$ cat config.mk
export PLATFORM = sky130hd
export DESIGN_NAME = vehicle_axle_speed_classifier
export DESIGN_NICKNAME = d
export VERILOG_FILES = /design/src/hw/rtl/vasc_pkg.sv /design/src/hw/rtl/vehicle_axle_speed_classifier.sv
export SDC_FILE = /design/constraint.sdc
export NUM_CORES = 1
export LEC_CHECK = 0
export BUFFER_PORTS_ARGS = -buffer_cell sky130_fd_sc_hd__buf_2
export CAP_MARGIN = 30
export CORE_AREA = 2 2 189 191
export CTS_BUF_LIST = sky130_fd_sc_hd__clkbuf_16
export CTS_CLUSTER_SIZE = 40
export DETAILED_ROUTE_END_ITERATION = 6
export DIE_AREA = 0 0 191 193
export PLACE_DENSITY_LB_ADDON = 0.08
export SYNTH_ARGS = -nofsm -noshare
export SYNTH_HDL_FRONTEND = slang
export SYNTH_SLANG_ARGS = --single-unit
$ cat constraint.sdc
create_clock -name i_clk -period 12.6 [get_ports i_clk]
set_input_delay 0.63 -clock i_clk [delete_from_list [all_inputs] [get_ports i_clk]]
set_output_delay 0.63 -clock i_clk [all_outputs]
set_load 0.02 [all_outputs]
$ cat src/hw/rtl/vasc_pkg.sv
// Package for the vehicle axle speed classifier.
// Holds widths, reset values and the packed layout of the output transfer.
// No dependencies.
`default_nettype none

package vasc_pkg;

    localparam int TICKS_PER_SECOND = 1000;
    localparam int LOG_DEPTH        = 256;

    localparam int MS_W    = $clog2(TICKS_PER_SECOND);
    localparam int SLOT_W  = $clog2(LOG_DEPTH);
    localparam int LIMIT_W = 11;
    localparam int DIST_W  = 16;
    localparam int TIME_W  = 16;
    localparam int TOT_W   = 16;
    localparam int CFG_W   = 16;
    localparam int CFG_IDX_W = 2;
    localparam int IN_W    = 8;
    localparam int OUT_W   = 112;

    localparam logic [CFG_IDX_W-1:0] REG_SPEED_LIMIT     = 2'd0;
    localparam logic [CFG_IDX_W-1:0] REG_DISTANCE_FACTOR = 2'd1;

    localparam logic [LIMIT_W-1:0] SPEED_LIMIT_RST     = 11'd60;
    localparam logic [DIST_W-1:0]  DISTANCE_FACTOR_RST = 16'd1440;

    localparam logic [5:0] SEC_LAST  = 6'd59;
    localparam logic [5:0] MIN_LAST  = 6'd59;
    localparam logic [4:0] HOUR_LAST = 5'd23;

    typedef struct packed {
        logic [5:0]       pad;
        logic [TOT_W-1:0] speeding_total;
        logic [TOT_W-1:0] heavy_total;
        logic [TOT_W-1:0] two_axle_total;
        logic [TOT_W-1:0] vehicles_total;
        logic [7:0]       record_slot;
        logic [5:0]       record_second;
        logic [5:0]       record_minute;
        logic [4:0]       record_hour;
        logic [7:0]       record_speed;
        logic [7:0]       record_axles;
        logic             camera_out;
    } t_out_data;

endpackage

`default_nettype wire

$ cat src/hw/rtl/vehicle_axle_speed_classifier.sv
// Vehicle axle speed classifier: time-of-day clock, axle counting, speed by a
// bit-serial restoring divider and vehicle records. Depends on vasc_pkg.
// A tick gives no output. An event passes through ST_OUT and offers its output once the output
// register is free; a speed measurement first runs 16 divider steps and a compare step before
// the output load. A full output register holds the event.
// Synchronous active-low reset clears the state, time, run and total registers and loads the register defaults.
`default_nettype none

module vehicle_axle_speed_classifier (
    input  wire                                  i_clk,
    input  wire                                  i_rst_n,
    input  wire                                  s_axis_tvalid,
    output logic                                 s_axis_tready,
    input  wire  [vasc_pkg::IN_W-1:0]            s_axis_tdata,  // loop_active, cable_one, cable_two
    input  wire                                  s_axis_tuser,  // op
    output logic                                 m_axis_tvalid,
    input  wire                                  m_axis_tready,
    output logic [vasc_pkg::OUT_W-1:0]           m_axis_tdata,  // camera_out, record_axles,
                                                                // record_speed, record_hour,
                                                                // record_minute, record_second,
                                                                // record_slot, vehicles_total,
                                                                // two_axle_total, heavy_total,
                                                                // speeding_total
    output logic                                 m_axis_tuser,  // record_valid
    input  wire                                  i_cfg_we,
    input  wire  [vasc_pkg::CFG_IDX_W-1:0]       i_cfg_index,
    input  wire  [vasc_pkg::CFG_W-1:0]           i_cfg_data
);
    import vasc_pkg::*;

    localparam logic [1:0] ST_IDLE = 2'd0;
    localparam logic [1:0] ST_DIV  = 2'd1;
    localparam logic [1:0] ST_CMP  = 2'd2;
    localparam logic [1:0] ST_OUT  = 2'd3;

    logic [1:0]         r_state;
    logic [LIMIT_W-1:0] r_speed_limit;
    logic [DIST_W-1:0]  r_distance_factor;

    logic [TIME_W-1:0]  r_ms_count;
    logic [MS_W-1:0]    r_ms_in_sec;
    logic [5:0]         r_seconds;
    logic [5:0]         r_minutes;
    logic [4:0]         r_hours;
    logic [7:0]         r_axles;
    logic [TIME_W-1:0]  r_start;
    logic [15:0]        r_speed;
    logic               r_camera;
    logic [SLOT_W-1:0]  r_slot;
    logic [TOT_W-1:0]   r_vehicles;
    logic [TOT_W-1:0]   r_two_axle;
    logic [TOT_W-1:0]   r_heavy;
    logic [TOT_W-1:0]   r_speeding;

    logic               r_rec_valid;
    logic [7:0]         r_rec_axles;
    logic [7:0]         r_rec_speed;
    logic [4:0]         r_rec_hour;
    logic [5:0]         r_rec_minute;
    logic [5:0]         r_rec_second;
    logic [7:0]         r_rec_slot;

    logic [15:0]        r_quot;
    logic [15:0]        r_rem;
    logic [15:0]        r_divisor;
    logic [3:0]         r_cnt;

    logic               r_m_valid;
    logic               r_m_user;
    t_out_data          r_m_data;

    logic               w_in_fire;
    logic               w_loop;
    logic               w_c1;
    logic               w_c2;
    logic [7:0]         n_axles;
    logic [TIME_W-1:0]  n_start;
    logic [TIME_W-1:0]  w_elapsed;
    logic               w_need_div;
    logic [16:0]        w_rem_sh;
    logic [16:0]        w_rem_diff;
    logic               w_rem_ge;
    logic               w_out_free;
    t_out_data          n_m_data;

    assign w_in_fire  = s_axis_tvalid && s_axis_tready;
    assign w_loop     = s_axis_tdata[0];
    assign w_c1       = s_axis_tdata[1];
    assign w_c2       = s_axis_tdata[2];
    assign w_out_free = !r_m_valid || m_axis_tready;

    always_comb begin
        n_axles    = w_c1 ? r_axles + 8'd1 : r_axles;
        n_start    = (w_c1 && n_axles == 8'd1) ? r_ms_count : r_start;
        w_elapsed  = r_ms_count - n_start;
        w_need_div = w_c2 && (n_axles == 8'd1) && (w_elapsed != '0);
    end

    always_comb begin
        w_rem_sh   = {r_rem, r_quot[15]};
        w_rem_diff = w_rem_sh - {1'b0, r_divisor};
        w_rem_ge   = !w_rem_diff[16];
    end

    always_comb begin
        n_m_data                = '0;
        n_m_data.camera_out     = r_camera;
        n_m_data.vehicles_total = r_vehicles;
        n_m_data.two_axle_total = r_two_axle;
        n_m_data.heavy_total    = r_heavy;
        n_m_data.speeding_total = r_speeding;
        if (r_rec_valid) begin
            n_m_data.record_axles  = r_rec_axles;
            n_m_data.record_speed  = r_rec_speed;
            n_m_data.record_hour   = r_rec_hour;
            n_m_data.record_minute = r_rec_minute;
            n_m_data.record_second = r_rec_second;
            n_m_data.record_slot   = r_rec_slot;
        end
    end

    always_ff @(posedge i_clk) begin
        if (!i_rst_n) begin
            r_speed_limit     <= SPEED_LIMIT_RST;
            r_distance_factor <= DISTANCE_FACTOR_RST;
        end else if (i_cfg_we) begin
            unique case (i_cfg_index)
                REG_SPEED_LIMIT:     r_speed_limit     <= i_cfg_data[LIMIT_W-1:0];
                REG_DISTANCE_FACTOR: r_distance_factor <= i_cfg_data[DIST_W-1:0];
                default: ;
            endcase
        end
    end

    always_ff @(posedge i_clk) begin
        if (!i_rst_n) begin
            r_state     <= ST_IDLE;
            r_ms_count  <= '0;
            r_ms_in_sec <= '0;
            r_seconds   <= '0;
            r_minutes   <= '0;
            r_hours     <= '0;
            r_axles     <= '0;
            r_start     <= '0;
            r_speed     <= '0;
            r_camera    <= 1'b0;
            r_slot      <= '0;
            r_vehicles  <= '0;
            r_two_axle  <= '0;
            r_heavy     <= '0;
            r_speeding  <= '0;
            r_rec_valid <= 1'b0;
            r_cnt       <= '0;
            r_m_valid   <= 1'b0;
        end else begin
            if (r_state == ST_OUT && w_out_free) begin
                r_m_valid <= 1'b1;
            end else if (m_axis_tready) begin
                r_m_valid <= 1'b0;
            end
            unique case (r_state)
                ST_IDLE: begin
                    if (w_in_fire && !s_axis_tuser) begin
                        r_ms_count <= r_ms_count + 16'd1;
                        if (r_ms_in_sec == MS_W'(TICKS_PER_SECOND - 1)) begin
                            r_ms_in_sec <= '0;
                            if (r_seconds == SEC_LAST) begin
                                r_seconds <= '0;
                                if (r_minutes == MIN_LAST) begin
                                    r_minutes <= '0;
                                    r_hours   <= (r_hours == HOUR_LAST) ? 5'd0
                                                                        : r_hours + 5'd1;
                                end else begin
                                    r_minutes <= r_minutes + 6'd1;
                                end
                            end else begin
                                r_seconds <= r_seconds + 6'd1;
                            end
                        end else begin
                            r_ms_in_sec <= r_ms_in_sec + MS_W'(1);
                        end
                    end else if (w_in_fire) begin
                        if (w_loop) begin
                            r_rec_valid <= 1'b0;
                            r_axles     <= n_axles;
                            r_start     <= n_start;
                            if (w_need_div) begin
                                r_divisor <= w_elapsed;
                                r_quot    <= r_distance_factor;
                                r_rem     <= '0;
                                r_cnt     <= '0;
                                r_state   <= ST_DIV;
                            end else begin
                                r_state   <= ST_OUT;
                            end
                        end else if (r_axles != 8'd0) begin
                            r_rec_valid  <= 1'b1;
                            r_state      <= ST_OUT;
                            r_rec_axles  <= r_axles;
                            r_rec_speed  <= r_speed[7:0];
                            r_rec_hour   <= r_hours;
                            r_rec_minute <= r_minutes;
                            r_rec_second <= r_seconds;
                            r_rec_slot   <= 8'(r_slot);
                            r_vehicles   <= r_vehicles + 16'd1;
                            if (r_axles == 8'd2) begin
                                r_two_axle <= r_two_axle + 16'd1;
                            end else if (r_axles > 8'd2) begin
                                r_heavy <= r_heavy + 16'd1;
                            end
                            if (r_speed > {5'd0, r_speed_limit}) begin
                                r_speeding <= r_speeding + 16'd1;
                            end
                            r_slot  <= (r_slot == SLOT_W'(LOG_DEPTH - 1)) ? '0
                                                                         : r_slot + SLOT_W'(1);
                            r_axles <= '0;
                            r_speed <= '0;
                            r_start <= '0;
                        end else begin
                            r_rec_valid <= 1'b0;
                            r_state     <= ST_OUT;
                        end
                    end
                end
                ST_DIV: begin
                    r_rem  <= w_rem_ge ? w_rem_diff[15:0] : w_rem_sh[15:0];
                    r_quot <= {r_quot[14:0], w_rem_ge};
                    r_cnt  <= r_cnt + 4'd1;
                    if (r_cnt == 4'd15) begin
                        r_state <= ST_CMP;
                    end
                end
                ST_CMP: begin
                    r_speed <= r_quot;
                    if (r_quot > {5'd0, r_speed_limit}) begin
                        r_camera <= !r_camera;
                    end
                    r_state <= ST_OUT;
                end
                ST_OUT: begin
                    if (w_out_free) begin
                        r_state <= ST_IDLE;
                    end
                end
                default: r_state <= ST_IDLE;
            endcase
        end
    end

    always_ff @(posedge i_clk) begin
        if (r_state == ST_OUT && w_out_free) begin
            r_m_data <= n_m_data;
            r_m_user <= r_rec_valid;
        end
    end

    assign s_axis_tready = (r_state == ST_IDLE);
    assign m_axis_tvalid = r_m_valid;
    assign m_axis_tdata  = r_m_data;
    assign m_axis_tuser  = r_m_user;

    a_record_has_axles : assert property (@(posedge i_clk) disable iff (!i_rst_n)
        (m_axis_tvalid && m_axis_tuser) |-> (r_m_data.record_axles != 8'd0))
        else $error("record emitted with zero axles");

    a_hour_in_range : assert property (@(posedge i_clk) disable iff (!i_rst_n)
        r_hours <= HOUR_LAST)
        else $error("hour counter out of range");

    a_divisor_nonzero : assert property (@(posedge i_clk) disable iff (!i_rst_n)
        (r_state == ST_DIV) |-> (r_divisor != '0))
        else $error("divider running with zero elapsed time");

    a_tick_keeps_run : assert property (@(posedge i_clk) disable iff (!i_rst_n)
        (w_in_fire && !s_axis_tuser) |=> ($stable(r_axles) && $stable(r_vehicles)))
        else $error("tick transfer changed vehicle state");

endmodule

`default_nettype wire
==> qor.csv, run 1 <==
stage,metric,value,unit
run_status,status,"complete, no violations",
drt,vias,11740,
placed_design,gp_congestion,0.831,
cts,cts.clk_slew.worst_paths,0.06,ns
timing,finalClockSkew,0.0159,ns
timing,slew_violations,0,
global_routing,use_met1,24.0,%
cts,ctsHoldBuffers,0,
global_routing,busiest_layer,met2,
floorplanning,core-area,35000,µm²
synth,yosys.area_share.simple,17.2,%
placed_design,port_buffers,135,
synth,synth-edff-count,196,
cts,cts_buffer_depth,3,
critical_path,critPathArrivalTime,6.04,ns
drt,drt-pass1-iter-count,5,
synth,synth_sequential_area_ratio,56.6,%
synth,async_reset_ff_share,0,%
critical_path,worst_ep_required_time,12.84,ns
cts,cts-resized-gates,0,
floorplanning,fp.dieArea,36900,µm²
synth,yosys.area_share.adder,5.41,%
power_and_ir_drop,power.leakage,7.74,nW
cts,cts_tree,done,
cts,h-tree-depth,2,
finish,nets,1828,
critical_path,crit_type,flip-flop to flip-flop,
timing,finalSetupViolCount,0,
global_routing,grtUsageMet3,3.44,%
synth,synth_warnings,0,
timing,max_freq,172,MHz
cts,numCtsBuffers,42,
timing,rsz0062_at_grt,false,
floorplanning,chipWidth,191,µm
power_and_ir_drop,max-vdd-ir-drop,0.122,mV
floorplanning,rows,69,
min_path,worstHoldPathType,input port to flip-flop,
timing,fin_crit_sh,46.1,%
synth,synth_compound_area_share,8.86,%
finish,area_growth,14.8,%
global_routing,grt_pass1_wl,54800,µm
floorplanning,initial_core_util,49.1,%
global_routing,grt_pass1_vias,11022,
synth,synth-seq-cells,387,
cts,clk_latency,0.54,ns
drt,drtIter0Drc,575,
timing,fin_ws,6.79,ns
drt,routed_wl,34400,µm
synth,synth-xor-area-share,5.66,%
synth,syn_area_per_cell,10.8,µm²
critical_path,critPathCaptureType,flip-flop,
drt,drc,0,
global_routing,grtUsageMet2,31.2,%
global_routing,track_usage,18.5,%
global_routing,grt_max_degree,79,
cts,root_buffer,clkbuf_16,
global_routing,antenna_found_initial,1,
finish,final_cell_mix,"200 x nor2_1, 196 x edfxtp_1, 191 x dfxtp_1",
synth,synth-main-ff-cell,edfxtp_1,
power_and_ir_drop,power.total,3.04,mW
floorplanning,die_y,193,µm
synth,synthDistinctLibCells,80,
global_routing,grt.overflow.total,0,
floorplanning,io_pins,147,
drt,route.antenna.remaining_nets,0,
cts,post_cts_buffers,0,
placed_design,dp_hpwl,23500,µm
synth,synth_top_family_by_area,simple AND/OR/NAND/NOR gates,
drt,post_drt_wl_per_cell,15.5,µm
timing,fin_setup_tns,0,ns
placed_design,post-place-ws,6.49,ns
synth,muxShareOfSynthArea,3.46,%
timing,worstMarginPinSlew,0.864,ns
critical_path,crit_fanout,32,
synth,syn_inst,1583,
run,max-cap-violations,0,
drt,vias_per_cell,5.29,
cts,cts_num_sinks,387,
timing,slew_headroom,42.3,%
timing,period_needed,5.81,ns
power_and_ir_drop,power.density,154,nW/µm²
finish,final_layout_size_suffix_gt1_share,14.0,%
synth,synth_area,17200,µm²
critical_path,cp-start-kind,flip-flop,
finish,final_common_cell,nor2_1,
timing,finalHoldViolCount,0,
routing by layer:
layer / share of wire (%) / up-vias
li1: - / 5918
met1: 47 / 5596
met2: 47 / 175
met3: 4.4 / 51
met4: 2.3 / 0
met5: 0 / -
power breakdown:
part	switching (mW)	internal, mW
Clock	0.483	0.682
Sequential	0.0296	1.40
Combinational	0.279	0.158
Total	0.791	2.24
worst max-delay path: stages, from the launching register on:
cell      delay [ns]
dfxtp_1         0.39
ha_1            0.30
and3_1          0.23
nor2_1          0.09
mux2i_1         0.08
o32a_1          0.34
or3b_4          0.58
o21ai_0         0.28
ha_1            0.21
inv_1           0.05
fa_1            0.43
a211oi_1        0.37
o21ai_1         0.24
a2111o_1        0.41
o211ai_1        0.13
nand3_1         0.12
nor4_2          0.41
a41oi_4         0.21
mux2i_2         0.26
nor2_2          0.04
buf_4           0.28
logic make-up (layout without fill, tap and decap cells):
group	after synthesis	count (layout)
other cells	1	7
xor+xnor	110	110
simple gates	601	601
flops	387	387
compound gates	239	239
fa+ha+maj	73	73
buf+inv	115	284
mux	57	57
per-stage QoR:
| stage | util (%) | hold slack (ns) | std cells | instance area, µm² |
|---|---|---|---|---|
| after floorplan | - | 0.403 | 1588 | 17200 |
| after global placement | 52.3 | 0.432 | 2137 | 18300 |
| after detailed placement | 52.4 | 0.441 | 2138 | 18300 |
| after CTS | 56.2 | 0.295 | 2216 | 19600 |
| after global routing | 56.3 | 0.305 | 2218 | 19700 |
| final | 56.3 | 0.319 | 2219 | 19700 |
cell usage after synthesis, types with 3 or more instances:
library cell | count | area share [%]
o211ai_1 | 10 | 0.44
nand3b_1 | 7 | 0.31
o21ai_0 | 45 | 1.3
a31oi_1 | 7 | 0.26
nor4_1 | 4 | 0.15
edfxtp_1 | 196 | 34
nor3b_1 | 4 | 0.18
o21ai_1 | 3 | 0.088
nand2_1 | 118 | 2.6
nor2b_1 | 11 | 0.40
nand3_1 | 61 | 1.8
o31ai_1 | 5 | 0.22
dfxtp_1 | 191 | 22
nor2_1 | 202 | 4.4
a211oi_1 | 6 | 0.26
xor2_1 | 67 | 3.4
and2_1 | 57 | 2.1
mux2i_1 | 40 | 2.3
nor4b_1 | 3 | 0.15
nand4_1 | 37 | 1.3
mux2_2 | 16 | 1.1
a22oi_1 | 17 | 0.74
a21o_1 | 8 | 0.35
or4_1 | 4 | 0.18
inv_1 | 53 | 1.2
or2_2 | 4 | 0.15
o21a_1 | 13 | 0.57
buf_4 | 8 | 0.35
xnor2_1 | 42 | 2.1
or3_1 | 15 | 0.55
o211a_1 | 3 | 0.18
nor3_1 | 21 | 0.61
ha_1 | 71 | 5.2
nand2b_1 | 10 | 0.36
a21oi_1 | 92 | 2.7
o31a_1 | 3 | 0.15
buf_2 | 5 | 0.15
and3_1 | 22 | 0.80
clkbuf_1 | 44 | 0.96
and4_1 | 6 | 0.31
sequential cells by signal, summed over array words and instances, names as in the netlist, 16 cells and up:
signal / count
m_axis_tdata: 106
r_distance_factor: 16
r_divisor: 16
r_heavy: 16
r_ms_count: 16
r_quot: 16
r_rem: 16
r_speed: 16
r_speeding: 16
r_start: 16
r_two_axle: 16
r_vehicles: 16
cell type report:
class	instances	area (µm²)
diodes	1	2.50
clock buffers	43	1080
clock inverters	35	253
fillers	3077	15300
inverters	55	209
multi-input cells	1086	7020
flip-flops and latches	387	9710
well taps	461	577
repair buffers	151	840
path summary, 6_finish.rpt:
check / from / to / slack, ns / cells after the start
setup / recovery: r_axles[0] / r_quot[0] / 6.79 / 20
hold / removal: i_cfg_data[5] / r_distance_factor[5] / 0.32 / 3
setup reg to reg: r_axles[0] / r_quot[0] / 6.79 / 20
hold reg to reg: r_distance_factor[14] / r_distance_factor[14] / 0.46 / 2
Power figures use the tool's default switching activity.
==> inputs of run 2 (changes only) <==
--- a/config.mk
+++ b/config.mk
@@ -5,13 +5,14 @@
 export SDC_FILE = /design/constraint.sdc
 export NUM_CORES = 1
 export LEC_CHECK = 0
+export ABC_AREA = 1
 export BUFFER_PORTS_ARGS = -buffer_cell sky130_fd_sc_hd__buf_2
 export CAP_MARGIN = 30
-export CORE_AREA = 2 2 189 191
+export CORE_AREA = 2 2 192 194
 export CTS_BUF_LIST = sky130_fd_sc_hd__clkbuf_16
 export CTS_CLUSTER_SIZE = 40
 export DETAILED_ROUTE_END_ITERATION = 6
-export DIE_AREA = 0 0 191 193
+export DIE_AREA = 0 0 194 196
 export PLACE_DENSITY_LB_ADDON = 0.08
 export SYNTH_ARGS = -nofsm -noshare
 export SYNTH_HDL_FRONTEND = slang
==> constraint.sdc (replaced) <==
create_clock -name i_clk -period 5.4 [get_ports i_clk]
set_input_delay 0.27 -clock i_clk [delete_from_list [all_inputs] [get_ports i_clk]]
set_output_delay 0.27 -clock i_clk [all_outputs]
set_load 0.02 [all_outputs]
==> run 2 against run 1 <==
Compared with the run above: final area is 3.9% higher; via count increased by 12%; first-iteration DRC count is 3.1% higher; register-to-register slack got worse by 6.1 ns; largest cell class unchanged; sequential share of layout area shrank 1.9 points; non-clock buffer count up 16; clock power grew 150%; utilization is 0.39 points higher; critical endpoint is now r_rem[14].
==> qor.csv, run 2 <==
stage,metric,value,unit
critical_path,cp-start-kind,flip-flop,
global_routing,grt_max_degree,58,
synth,synth_warnings,0,
power_and_ir_drop,power.total,7.65,mW
floorplanning,core-area,36100,µm²
cts,ctsHoldBuffers,15,
critical_path,cp_common_cell,nand2_1,
global_routing,track_usage,18.8,%
critical_path,worst_ep_required_time,5.68,ns
timing,finalClockSkew,0.0186,ns
power_and_ir_drop,power.leakage,8.55,nW
synth,synth-main-ff-cell,edfxtp_1,
critical_path,critPathArrivalTime,4.99,ns
synth,synth-seq-cells,387,
global_routing,antenna_found_initial,1,
finish,fin_area,20500,µm²
critical_path,slowest_delay,0.49,ns
drt,post_drt_wl_per_cell,13.7,µm
synth,synth_area_leaders,"edfxtp_1 33%, dfxtp_1 22%, nand2_1 8.0%",
drt,vias_per_cell,5.00,
global_routing,grt.overflow.total,0,
floorplanning,io_pins,147,
cts,h-tree-depth,2,
cts,post_cts_buffers,0,
timing,rsz0062_at_grt,false,
run_status,status,"complete, no violations",
floorplanning,initial_core_util,49.0,%
power_and_ir_drop,power.density,374,nW/µm²
synth,yosys.area.top_type,edfxtp_1,
finish,stdcell_count,2618,
timing,max_freq,212,MHz
cts,cts_tree,done,
synth,syn_inst,1957,
placed_design,dpl-instance-area,18900,µm²
cts,cts.clk_slew.worst_paths,0.06,ns
placed_design,port_buffers,135,
synth,synth.cells.most_frequent,"375 x nand2_1, 288 x inv_1, 196 x edfxtp_1",
placed_design,post-place-cells,2525,
critical_path,cp_slowest_cell,dfxtp_1,
power_and_ir_drop,clkPwrFrac,37.8,%
finish,nets,2221,
synth,synth_area,17700,µm²
floorplanning,fp.dieArea,38000,µm²
drt,drtIter0Drc,593,
critical_path,crit_fanout,32,
critical_path,rr_worst_depth,30,
timing,timing.hold.ws,0.0254,ns
timing,slew_headroom,34.2,%
cts,numCtsBuffers,42,
cts,cts_buffer_depth,3,
cts,root_buffer,clkbuf_16,
power_and_ir_drop,max-vdd-ir-drop,0.240,mV
timing,finalSetupViolCount,0,
synth,syn_area_per_cell,9.04,µm²
run,max-cap-violations,0,
drt,drt-pass1-iter-count,5,
timing,fin_ws,0.691,ns
finish,multi_input_area,6660,µm²
finish,final_common_cell,nand2_1,
finish,area_growth,15.6,%
critical_path,critPathCaptureType,flip-flop,
placed_design,dp_hpwl,24900,µm
synth,yosys.cell_count.top_type,nand2_1,
power_and_ir_drop,p_switching,2.14,mW
min_path,holdPathStages,3,
timing,slew_violations,0,
finish,utilization,56.7,%
critical_path,crit_type,flip-flop to flip-flop,
finish,largest_register_ffs,106,
finish,seqCellArea,9710,µm²
synth,synth_top_area_share,33.3,%
power_and_ir_drop,seqPwrFrac,45.2,%
placed_design,post-place-ws,0.663,ns
global_routing,grt_pass1_vias,12279,
cts,clk_latency,0.55,ns
timing,worstMarginPinSlew,0.985,ns
placed_design,gp_congestion,0.845,
floorplanning,rows,70,
global_routing,grt_pass1_wl,59700,µm
finish,num_antenna_cells,0,
synth,synth-edff-count,196,
power_and_ir_drop,switching_share,28.0,%
timing,finalHoldViolCount,0,
cts,cts_num_sinks,387,
drt,routed_wl,35800,µm
timing,fin_crit_sh,87.2,%
synth,async_reset_ff_share,0,%
finish,final_cell_mix,"375 x nand2_1, 295 x inv_1, 196 x edfxtp_1",
timing,period_needed,4.71,ns
synth,synthDistinctLibCells,55,
min_path,worstHoldPathType,input port to flip-flop,
finish,final_layout_size_suffix_gt1_share,13.7,%
cts,cts-resized-gates,0,
finish,fillers,3190,
power_and_ir_drop,internal_power,5.51,mW
drt,vias,13103,
floorplanning,chipWidth,194,µm
drt,drc,0,
power_and_ir_drop,pwr-share-comb,17.0,%
drt,route.antenna.remaining_nets,0,
floorplanning,die_y,196,µm
synth,synth_sequential_area_ratio,54.9,%
timing,fin_setup_tns,0,ns
==> run 2: cell types whose count changed after synthesis, sizes merged, moves of 17 or more <==
| cell | before | now |
|---|---|---|
| nor3 | 22 | 46 |
| mux2i | 41 | 0 |
| nand2 | 118 | 380 |
| o21ai | 48 | 115 |
| inv | 54 | 294 |
| a22oi | 17 | 0 |
| xor2 | 67 | 22 |
| a21oi | 92 | 156 |
| nor2 | 202 | 176 |
| xnor2 | 43 | 12 |
| and2 | 58 | 0 |
| nand3 | 61 | 103 |
| and3 | 22 | 2 |
==> run 2: logic make-up after synthesis <==
family                     share of synthesized area, %
adders and majority gates                          5.25
AOI/OAI and AO/OA                                  9.92
and+or+nand+nor                                    20.6
DFF                                                54.9
other                                            0.0212
buffers and inverters                              7.70
xor gates and xnor gates                           1.68
==> run 2: path summary, 6_finish.rpt <==
check	start	endpoint	slack, ns
max	r_axles[1]	r_rem[14]	0.69
min	i_cfg_data[13]	r_distance_factor[13]	0.03
max reg2reg	r_axles[1]	r_rem[14]	0.69
min reg2reg	r_heavy[15]	m_axis_tdata[89]	0.43
==> run 2: metal layers <==
layer / wire length, µm / vias up / GRT usage [%]
met5: 11 / - / 0
met4: 583 / 2 / 4.74
met3: 1550 / 42 / 3.20
met2: 16600 / 220 / 31.5
met1: 17000 / 6015 / 25.6
li1: - / 6824 / -
==> run 2: area by class of cell <==
cell class | instances | share of cell area (%)
Inverter | 294 | 5.39
Timing Repair Buffer | 167 | 4.86
Clock buffer | 43 | 5.26
Multi-Input combinational cell | 1224 | 32.6
Clock inverter | 35 | 1.61
Tap cell | 468 | 2.86
Sequential cell | 387 | 47.5
==> run 2: power groups by stage <==
stage,clock [mW],combinational (mW),sequential (mW)
after floorplan,0,0.803,3.64
after CTS,2.98,1.32,3.46
after global routing,3.09,1.47,3.48
final,2.89,1.30,3.46
after detailed placement,0,1.30,3.52
after global placement,0,1.26,3.52
==> run 2: worst max-delay path: cells and delay by family (launching register included) <==
family,cells,cell delay (ns)
and+or+nand+nor,19,2.03
DFF,1,0.49
buffers and inverters,6,0.75
adders and majority gates,2,0.63
AOI/OAI and AO/OA,3,0.50
==> inputs of run 3 (changes only) <==
--- a/config.mk
+++ b/config.mk
@@ -5,15 +5,14 @@
 export SDC_FILE = /design/constraint.sdc
 export NUM_CORES = 1
 export LEC_CHECK = 0
-export ABC_AREA = 1
 export BUFFER_PORTS_ARGS = -buffer_cell sky130_fd_sc_hd__buf_2
 export CAP_MARGIN = 30
-export CORE_AREA = 2 2 192 194
+export CORE_AREA = 2 2 203 205
 export CTS_BUF_LIST = sky130_fd_sc_hd__clkbuf_16
 export CTS_CLUSTER_SIZE = 40
 export DETAILED_ROUTE_END_ITERATION = 6
-export DIE_AREA = 0 0 194 196
-export PLACE_DENSITY_LB_ADDON = 0.08
+export DIE_AREA = 0 0 205 207
+export PLACE_DENSITY_LB_ADDON = 0.15
 export SYNTH_ARGS = -nofsm -noshare
 export SYNTH_HDL_FRONTEND = slang
 export SYNTH_SLANG_ARGS = --single-unit
==> run 3 against run 2 <==
Compared with the run above: utilization is 6.9 points lower; sequential power is 3% lower; total power shrank 4.7%; maximum frequency shrank 6.9%; sequential share of layout area up 0.86 points; first-iteration DRC count is 11% lower; clock power hardly changed; highest routed layer is now met4.
==> qor.csv, run 3 (synthesis gave the netlist of run 1 again) <==
stage,metric,value,unit
drt,drt-pass1-iter-count,4,
cts,cts.clk_slew.worst_paths,0.06,ns
run,max-cap-violations,0,
timing,finalClockSkew,0.0253,ns
power_and_ir_drop,seqPwrFrac,46.0,%
finish,fillers,3736,
drt,drc,0,
cts,cts_num_sinks,387,
critical_path,worst_ep_required_time,5.72,ns
power_and_ir_drop,switching_share,26.2,%
floorplanning,chipWidth,205,µm
finish,final_layout_size_suffix_gt1_share,14.8,%
timing,finalHoldViolCount,0,
drt,post_drt_wl_per_cell,15.8,µm
critical_path,rrSetupSlack,0.34,ns
cts,numCtsBuffers,43,
timing,rsz0062_at_grt,false,
power_and_ir_drop,clkPwrFrac,39.4,%
critical_path,crit_type,flip-flop to flip-flop,
critical_path,critPathArrivalTime,5.37,ns
timing,slew_headroom,41.8,%
global_routing,grt_max_degree,61,
floorplanning,rows,74,
cts,clk_latency,0.57,ns
floorplanning,core-area,40400,µm²
drt,route.antenna.remaining_nets,0,
placed_design,post-place-cells,2223,
timing,fin_ws,0.344,ns
power_and_ir_drop,p_switching,1.91,mW
floorplanning,fp.dieArea,42400,µm²
drt,routed_wl,36600,µm
timing,worstMarginPinSlew,0.873,ns
cts,cts_buffer_depth,3,
cts,h-tree-depth,2,
global_routing,grt_pass1_vias,11528,
finish,num_antenna_cells,0,
critical_path,critPathCaptureType,flip-flop,
placed_design,gp_congestion,0.812,
floorplanning,die_y,207,µm
cts,cts_tree,done,
drt,vias,11941,
power_and_ir_drop,power.density,363,nW/µm²
finish,fin_area,20100,µm²
timing,fin_setup_tns,0,ns
finish,largest_register_ffs,106,
drt,vias_per_cell,5.15,
cts,post_cts_buffers,0,
timing,max_freq,198,MHz
finish,final_cell_mix,"200 x nor2_1, 196 x edfxtp_1, 189 x dfxtp_1",
floorplanning,io_pins,147,
power_and_ir_drop,power.leakage,7.89,nW
global_routing,track_usage,17.2,%
finish,nets,1857,
timing,slew_violations,0,
global_routing,antenna_found_initial,0,
timing,fin_crit_sh,93.6,%
finish,area_growth,17.2,%
global_routing,grt_pass1_wl,59300,µm
timing,finalSetupViolCount,0,
timing,period_needed,5.06,ns
placed_design,post-place-ws,0.133,ns
global_routing,grt.overflow.total,0,
placed_design,port_buffers,135,
drt,drtIter0Drc,526,
finish,stdcell_count,2319,
power_and_ir_drop,internal_power,5.38,mW
cts,root_buffer,clkbuf_16,
placed_design,dp_hpwl,25200,µm
floorplanning,initial_core_util,42.5,%
run_status,status,"complete, no violations",
critical_path,cp-start-kind,flip-flop,
power_and_ir_drop,pwr-share-comb,14.6,%
placed_design,dpl-instance-area,18500,µm²
critical_path,crit_fanout,20,
min_path,worstHoldPathType,input port to flip-flop,
power_and_ir_drop,max-vdd-ir-drop,0.227,mV
finish,final_common_cell,nor2_1,
[run 3: changes by cell type in the layout (fill, tap and decap cells not counted), sizes merged, moves of 26 or more]
cell / delta
xnor2: +31
xor2: +45
o21ai: -67
inv: -231
mux2i: +41
nand2: -262
and2: +58
nor2: +26
a21oi: -64
nand3: -42
[run 3: repair_timing]
| item | in CTS | in global routing |
|---|---|---|
| hold buffers | 16 | 0 |
| endpoints found under the hold margin | 27 | 0 |
| resized for setup | 0 | 6 |
| endpoints found under the setup margin | 0 | 51 |
[run 3: worst paths after layout]
kind / end / startpoint / cells after the start
worst min-delay path: r_axles[2] / s_axis_tdata[1] / 3
worst max-delay path: r_rem[15] / r_axles[1] / 20
worst max register to register: r_rem[15] / r_axles[1] / 20
worst min register to register: r_distance_factor[11] / r_distance_factor[11] / 2
[run 3: final cells by class]
cell class	instances	area, µm²	share of cell area, %
timing repair buffer	179	1070	5.33
inverter	55	209	1.04
sequential	387	9710	48.3
multi-input combinational	1086	7040	35.0
clock inverter	35	278	1.38
tap	532	666	3.31
clock buffer	45	1130	5.60
[run 3: worst max-delay path: stages (launching register included)]
cell	delay, ns
dfxtp_2	0.40
and4_4	0.27
and3_1	0.20
mux2i_1	0.08
o32a_1	0.32
or3b_4	0.43
o21ai_0	0.23
ha_1	0.21
inv_1	0.06
fa_1	0.43
a211oi_2	0.29
o21ai_1	0.20
a2111o_1	0.41
o211ai_1	0.13
nand3_1	0.12
nor4_2	0.26
buf_4	0.18
a41oi_4	0.12
mux2i_2	0.24
nor2_4	0.08
buf_12	0.18
[run 3: stage by stage]
stage / total power [mW] / hold WS [ns] / utilization [%]
after CTS: 7.39 / 0.0334 / 49.7
final: 7.29 / 0.0739 / 49.8
after global routing: 7.63 / 0.0777 / 49.8
after detailed placement: 4.47 / 0.439 / 45.9
after floorplan: 4.16 / 0.394 / -
after global placement: 4.46 / 0.436 / 45.9
[run 3: routing by layer]
metal | GRT usage [%] | part of all wire [%]
met4 | 4.91 | 2.1
met2 | 28.1 | 47
met1 | 23.1 | 47
met5 | 0 | 0
met3 | 3.62 | 4.3
[run 3: power by group through the flow]
stage	Combinational, mW	Clock (mW)	Sequential, mW
6_report	1.07	2.87	3.35
3_3_place_gp	1.04	0	3.41
3_5_place_dp	1.06	0	3.41
2_1_floorplan	0.668	0	3.49
5_1_grt	1.18	3.08	3.36
4_1_cts	1.07	2.96	3.35
